## config.mk

```make
export PLATFORM = sky130hd
export DESIGN_NAME = wmcl_cost
export DESIGN_NICKNAME = d
export VERILOG_FILES = /design/src/hdl/wmcl_pkg.sv /design/src/hdl/wmcl_cost.sv
export SDC_FILE = /design/constraint.sdc
export NUM_CORES = 1
export LEC_CHECK = 0
export ABC_AREA = 1
export BUFFER_PORTS_ARGS = -buffer_cell sky130_fd_sc_hd__buf_2
export CORE_ASPECT_RATIO = 0.6
export CORE_MARGIN = 1
export CORE_UTILIZATION = 55
export DETAILED_ROUTE_END_ITERATION = 6
export MAX_ROUTING_LAYER = met4
export PLACE_DENSITY = 0.85
export SYNTH_ARGS = -nofsm -noshare
export SYNTH_HDL_FRONTEND = slang
export SYNTH_SLANG_ARGS = --single-unit
```

## constraint.sdc

```tcl
create_clock -name vclk -period 5.75
set_input_delay 0.2875 -clock vclk [all_inputs]
set_output_delay 0.2875 -clock vclk [all_outputs]
set_load 0.02 [all_outputs]
```

## src/hdl/wmcl_pkg.sv

```systemverilog
// Package for the window median cost limiter.
// Field widths and default sizes; no dependencies.
package wmcl_pkg;
    localparam int VALUE_W       = 32;
    localparam int LEN_W         = 11;
    localparam int LIMIT_W       = 31;
    localparam int DEFAULT_DEPTH = 1024;
endpackage

```

## src/hdl/wmcl_cost.sv

```systemverilog
// Median and absolute deviation cost from half sums, compared to the limit.
// Depends on wmcl_pkg.
module wmcl_cost #(
    parameter int SUM_W = 43
) (
    input  logic signed [SUM_W-1:0]            lower_sum,
    input  logic signed [SUM_W-1:0]            upper_sum,
    input  logic signed [wmcl_pkg::VALUE_W-1:0] mid_lo,
    input  logic signed [wmcl_pkg::VALUE_W-1:0] mid_hi,
    input  logic                               odd,
    input  logic [wmcl_pkg::LIMIT_W-1:0]        limit,
    output logic                               over
);
    import wmcl_pkg::*;

    localparam int CW = SUM_W + 2;

    logic signed [VALUE_W:0]   pair_sum;
    logic signed [VALUE_W:0]   pair_adj;
    logic signed [VALUE_W:0]   mid;
    logic signed [CW-1:0]      cost;
    logic signed [CW-1:0]      lim_ext;

    always_comb
    begin
        pair_sum = (VALUE_W+1)'(mid_lo) + (VALUE_W+1)'(mid_hi);
        pair_adj = pair_sum + ((pair_sum < 0) ? (VALUE_W+1)'(1) : (VALUE_W+1)'(0));
        mid      = odd ? (VALUE_W+1)'(mid_hi) : (pair_adj >>> 1);
        cost     = CW'(upper_sum) - CW'(lower_sum) - (odd ? CW'(mid) : CW'(0));
        lim_ext  = $signed({{(CW-LIMIT_W){1'b0}}, limit});
        over     = cost > lim_ext;
    end
endmodule

```

==> Yosys cells after proc, flatten, opt, wreduce, memory -nomap -nowiden <==
Index checks and enable logic that the tools add are counted.
{ "word_totals": {"ff_bits": 0} }
{ "classes": {"add_sub_neg": 2, "order_cmp": 1, "mux": 1} }
{ "ops": {"columns": ["operator", "n"], "rows": [
  ["greater-than comparator 45 x 32 -> 1 bit", 1],
  ["2-to-1 mux 45 bit", 1],
  ["subtractor 44 x 45 -> 45 bit", 1],
  ["subtractor 43 x 43 -> 44 bit", 1]
]} }

==> Depth between registers and ports, before layout <==
Gate-level depths: netlist of the first run.
{ "logic_depth": {"depth_word": 3, "depth_mapped": 27, "mapped_depth_nobuf": 26} }

==> Worst setup path after synthesis of the first run <==
Ideal clock, no wire load.
{ "synth_path": {"path_type": "input to output", "start": "in odd", "end": "out over", "arrival_time_ps": 4029, "slack_ps": 1433, "path_stages": 23, "path_buffers": 1, "path_cell_list": "clkbuf_1 nand2_1 fa_1 inv_1 ha_1 nor2_1 inv_1 fa_1 nand3_1 nand3_1 nand3_1 nand3_2 nand2_1 nand2_1 xor2_1 ha_1 nand4_1 nor4_1 nand3_1 a21o_1 a21oi_1 nor2_1 nor2_1"} }
{ "synth_via": {"elab_chain_len": 3} }
{ "synth_rtl": {"columns": ["item", "line_no", "text"], "rows": [
  ["start: declaration", "wmcl_cost.sv:10", "input logic odd,"],
  ["2-to-1 mux 45 bit", "wmcl_cost.sv:29", "cost = CW'(upper_sum) - CW'(lower_sum) - (odd ? CW'(mid) : CW'(0));"],
  ["subtractor 44 x 45 -> 45 bit", "wmcl_cost.sv:29", null],
  ["greater-than comparator 45 x 32 -> 1 bit", "wmcl_cost.sv:31", "over = cost > lim_ext;"],
  ["end: declaration", "wmcl_cost.sv:12", "output logic over"]
]} }
Every way passes these cells.

==> Worst setup path after layout of the first run <==
Same ends and word-level chain as after synthesis.

==> results of run 1 <==
-- cell type report --
class / count / area, µm²
Fill cell: 1004 / 3320
Multi-Input combinational cell: 773 / 4790
Inverter: 240 / 901
Tap cell: 135 / 169
Timing Repair Buffer: 152 / 763
-- kinds of logic (layout without fill, tap and decap cells) --
kind of cell | after synthesis | in the layout
and+or+nand+nor | 553 | 553
buffers and inverters | 243 | 392
AOI/OAI and AO/OA | 70 | 70
xor gates and xnor gates | 30 | 30
adders and majority gates | 120 | 120
-- through the flow --
step	worst slack [ps]	cell area [µm²]	util, %	instances	hold WS [ps]
after floorplan	1430	5700	-	1016	1120
after global placement	1100	6630	66.6	1300	1370
after detailed placement	1050	6630	66.6	1300	1360
after CTS	1030	6630	66.6	1300	1370
after global routing	675	6630	66.6	1300	1440
final	1040	6630	66.6	1300	1370
-- worst min-delay path, delay by kind of cell --
kind / cells / cell delay (ps)
buf+inv: 3 / 300
simple gates: 6 / 250
fa+ha+maj: 1 / 140
compound gates: 1 / 90
-- power breakdown --
part / switching (W) / internal (W)
registers: 0 / 0
clock network: 0 / 0
logic: 0.000889 / 0.000495
-- worst paths after layout --
kind / startpoint / end / slack (ps)
worst max-delay path: odd / over / 1040
worst min-delay path: limit[30] / over / 1370
-- cell usage in the layout, fill, tap and decap left out, types with 2 or more instances in the layout --
cell      count
a211oi_1      2
a21o_1        4
a21oi_1      43
a21oi_2       2
a31oi_1       5
buf_2       151
fa_1         43
ha_1         77
inv_1       236
inv_2         3
nand2_1     380
nand2_2       8
nand3_1      41
nand3_2       7
nand3b_1      3
nand4_1       9
nor2_1       82
nor2_2       10
nor2_4        3
nor3_1        5
nor4_1        3
o21ai_0       6
o21bai_1      7
xnor2_1       8
xor2_1       22
-- layer usage --
layer	GRT usage (%)	routed length, µm	vias up
met5	-	0	-
met4	0.227	2	0
met3	4.56	1910	2
met2	46.6	6330	287
met1	52.2	9020	2907
li1	-	-	3364
==> reports/qor.yml, run 1 <==
rsz0062_at_grt: "no"
seq_area_frac_synth_pct: 0
synthDistinctLibCells: 29
synth_mux_area_share_pct: 0
irDropWorstVdd_mv: 0.0843
finalNetCount: 1469
hold_path.class: "in -> out"
worst_path_most_repeated_cell: "nand2_1"
yosysMostFrequentCell: "nand2_1"
wl_per_cell_um: 13.3
clkbuf_count: 0
core_um2: 9950
setup_viol: 0
synth_adder_area_share_pct: 32.0
synth_top_area_share_pct: 25.0
criticalPathCategory: "in -> out"
grt_antenna_before_repair: 0
critPathMaxFanout: 6
whs_path_depth: 11
post_cts_buffers: 0
syn2layout_area_growth_pct: 16.1
finalWeightedCongestion: 0.971
n_sequential_cell: 0
path_depth: 28
p_leak_nw: 4.14
tns_ps: 0
hold_viol: 0
postRouteAntennaNets: 0
layout-drive-gt1-share_pct: 16.1
outcome: "finished, final reports clean"
yosys.area_share.simple_pct: 40.4
drt_first_iter_violations: 559
synth-compound-area-share_pct: 7.02
ff_latch_area_um2: 0
relSlewSlack_pct: 53.5
syn-num-nets: 1318
synth-xor-area-share_pct: 4.61
die-area_um2: 10800
cts_hold_buffers: 0
die_y_um: 80.9
powerDensity_nw_per_um2: 209
drt-pass1-iter-count: 5
synth_area_leaders: "nand2_1 25%, ha_1 17%, inv_1 16%"
syn_area_um2: 5700
grtUsageTotal_pct: 33.3
startpoint_type: "input pin"
fmax_mhz: 212
die_width_um: 133
grt_pass1_wl_um: 27300
diodes: 0
synth_top_area_cell: "nand2_1"
critical_path_required_ps: 5460
cp_slowest_cell: "fa_1"
grt_pass1_vias: 5621
drcViolationCount: 0
synth_top_family_by_area: "simple AND/OR/NAND/NOR gates"
slew_violations: 0
drv_cap: 0
max_stage_delay_ps: 510
crit_arrival_ps: 4420
finalCriticalPeriod_ps: 4710
critPathCaptureType: "primary output"
syn_area_per_cell_um2: 5.61
finalPower_w: 0.00138
ctsResizeCount: 0
synthCells: 1016
grt.overflow.total: 0
yosysWarnings: 0
place.detailed.hpwl_um: 15900
port_buffers: 151
rows: 28
grt_max_degree: 28
drt-total-wl_um: 17300
worst_path_dominant_cell_family: "simple AND/OR/NAND/NOR gates"
synth_commonest_cells: "380 x nand2_1, 236 x inv_1, 82 x nor2_1"
ios: 183
vias: 6560
viasPerCell: 5.05
worst_pin_slew_ps: 695
critPathBufInv: 4
fin_crit_sh_pct: 81.9
initial_core_util_pct: 57.3
Power figures use the tool's default switching activity.
==> inputs of run 2 (changes only) <==
Settings changed: CORE_UTILIZATION 55 to 49, PLACE_DENSITY 0.85 to 0.8.
Clock period 5.75 ns to 4.1 ns, I/O delays scaled along.
==> reports/qor.yml, run 2 (synthesis results as in run 1) <==
outcome: "finished, final reports clean"
port_buffers: 151  # unchanged
fin_crit_sh_pct: 99.9
rsz0062_at_grt: "yes"
powerDensity_nw_per_um2: 313  # +50%
initial_core_util_pct: 50.5  # -6.8 points
syn2layout_area_growth_pct: 32.2
core_um2: 11300  # +14%
grtUsageTotal_pct: 32.4  # -0.95 points
ff_latch_area_um2: 0  # unchanged
ios: 183  # unchanged
fin_ws_ps: 2.38  # -1040 ps
wl_per_cell_um: 13.3  # +0.32%
finalCriticalPeriod_ps: 4100
finalNetCount: 1558  # +6.1%
die_y_um: 85.6  # +5.8%
die_width_um: 141  # +5.9%
dpl_worst_slack_ps: -440  # -1490 ps
dp.cells: 1405  # +8.1%
drt-pass1-iter-count: 5  # unchanged
postRouteAntennaNets: 0  # unchanged
grt_pass1_wl_um: 29700  # +9.1%
cts_hold_buffers: 0  # unchanged
hp-start: "limit[29]"
vias: 6794  # +3.6%
finalWeightedCongestion: 0.973  # +0.19%
drt-total-wl_um: 18800  # +9.1%
max_stage_delay_ps: 530  # +20 ps
seq_power_share_pct: 0  # unchanged
grt_max_degree: 14  # -50%
grt.overflow.total: 0  # unchanged
critical_path_required_ps: 3890  # -1570 ps
p_switching_w: 0.00140  # +57%
hold_path.class: "in -> out"
relSlewSlack_pct: 71.9  # +18 points
startpoint_type: "input pin"
fmax_mhz: 244
final_cells: 1414  # +8.8%
critPathCaptureType: "primary output"
p_clk_share_pct: 0  # unchanged
pwr-share-comb_pct: 100.0  # about the same
die-area_um2: 12100  # +12%
place.detailed.hpwl_um: 17100  # +6.9%
cp_slowest_cell: "fa_1"
p_sw_share_pct: 59.1  # -5.1 points
setup_viol: 0  # unchanged
diodes: 0  # unchanged
fill_cells: 1072  # +6.8%
critPathMaxFanout: 4  # -2
holdWs_ps: 1180  # -192 ps
drt_first_iter_violations: 495  # -11%
clkbuf_count: 0  # unchanged
final_cell_mix: "369 x nand2_1, 235 x inv_1, 149 x buf_2"
criticalPathCategory: "in -> out"
rows: 30  # +7.1%
crit_path_start: "odd"
drv_cap: 0  # unchanged
layout_commonest_cell: "nand2_1"
worst_pin_slew_ps: 419  # -276 ps
cp-endpoint: "over"
drcViolationCount: 0  # unchanged
viasPerCell: 4.80  # -4.8%
grt_antenna_before_repair: 0  # unchanged
worst_path_most_repeated_cell: "buf_4"
n_sequential_cell: 0  # unchanged
layout-drive-gt1-share_pct: 25.2  # +9.1 points
slew_violations: 0  # unchanged
p_leak_nw: 4.60  # +11%
hold_viol: 0  # unchanged
p_int_w: 0.000964  # +95%
grt_pass1_vias: 6041  # +7.5%
irDropWorstVdd_mv: 0.118  # +40%
crit_arrival_ps: 3890  # -530 ps
## run 2: changes by cell type in the layout (fill, tap and decap cells not counted), sizes merged
| cell | previous run | this run |
|---|---|---|
| buf | 152 | 241 |
## run 2: worst min path at each step
stage                end  slack [ps]  cells past startpoint
floorplan           over         960                      6
global placement    over        1190                      8
detailed placement  over        1180                      8
CTS                 over        1180                      8
global route        over        1230                      8
finish              over        1180                      8
## run 2: area by class of cell
| type | count | area, µm² | share of cell area [%] |
|---|---|---|---|
| multi-input cells | 773 | 4980 | 66.0 |
| repair buffers | 241 | 1460 | 19.4 |
| inverters | 240 | 901 | 11.9 |
| well taps | 160 | 200 | 2.65 |
## run 2: critical path, delay by kind of cell
| family | cells | cell delay, ps |
|---|---|---|
| buf+inv | 9 | 950 |
| compound gates | 3 | 540 |
| xor+xnor | 1 | 140 |
| fa+ha+maj | 4 | 1360 |
| simple gates | 8 | 680 |
## run 2: stage by stage
stage / power, W / area, µm² / utilization, % / TNS [ps]
detailed placement: 0.00216 / 7260 / 64.3 / -440
finish: 0.00236 / 7540 / 66.8 / 0
CTS: 0.00222 / 7380 / 65.3 / 0
global route: 0.00262 / 7540 / 66.8 / -242
global placement: 0.00213 / 7260 / 64.3 / -227
floorplan: 0.00136 / 5710 / - / 0
## run 2: layer usage
layer / routed length (µm) / share of wire (%) / global-route usage [%]
met1: 10300 / 55 / 53.2
met2: 6900 / 37 / 43.8
met3: 1640 / 8.7 / 2.85
met4: 29 / 0.15 / 0
met5: 0 / 0 / -
## run 2: what timing repair did
| action | 4_1_cts | 5_1_grt |
|---|---|---|
| resized for setup | 17 | 38 |
| buffers inserted | 7 | 2 |
| endpoints found under the hold margin | 0 | 0 |
| pin swaps | 12 | 16 |
| endpoints found under the setup margin | 1 | 1 |
## run 2: power by group through the flow
stage | clock (W) | combinational (W) | sequential (W)
finish | 0 | 0.00236 | 0
CTS | 0 | 0.00222 | 0
floorplan | 0 | 0.00136 | 0
global route | 0 | 0.00262 | 0
detailed placement | 0 | 0.00216 | 0
global placement | 0 | 0.00213 | 0
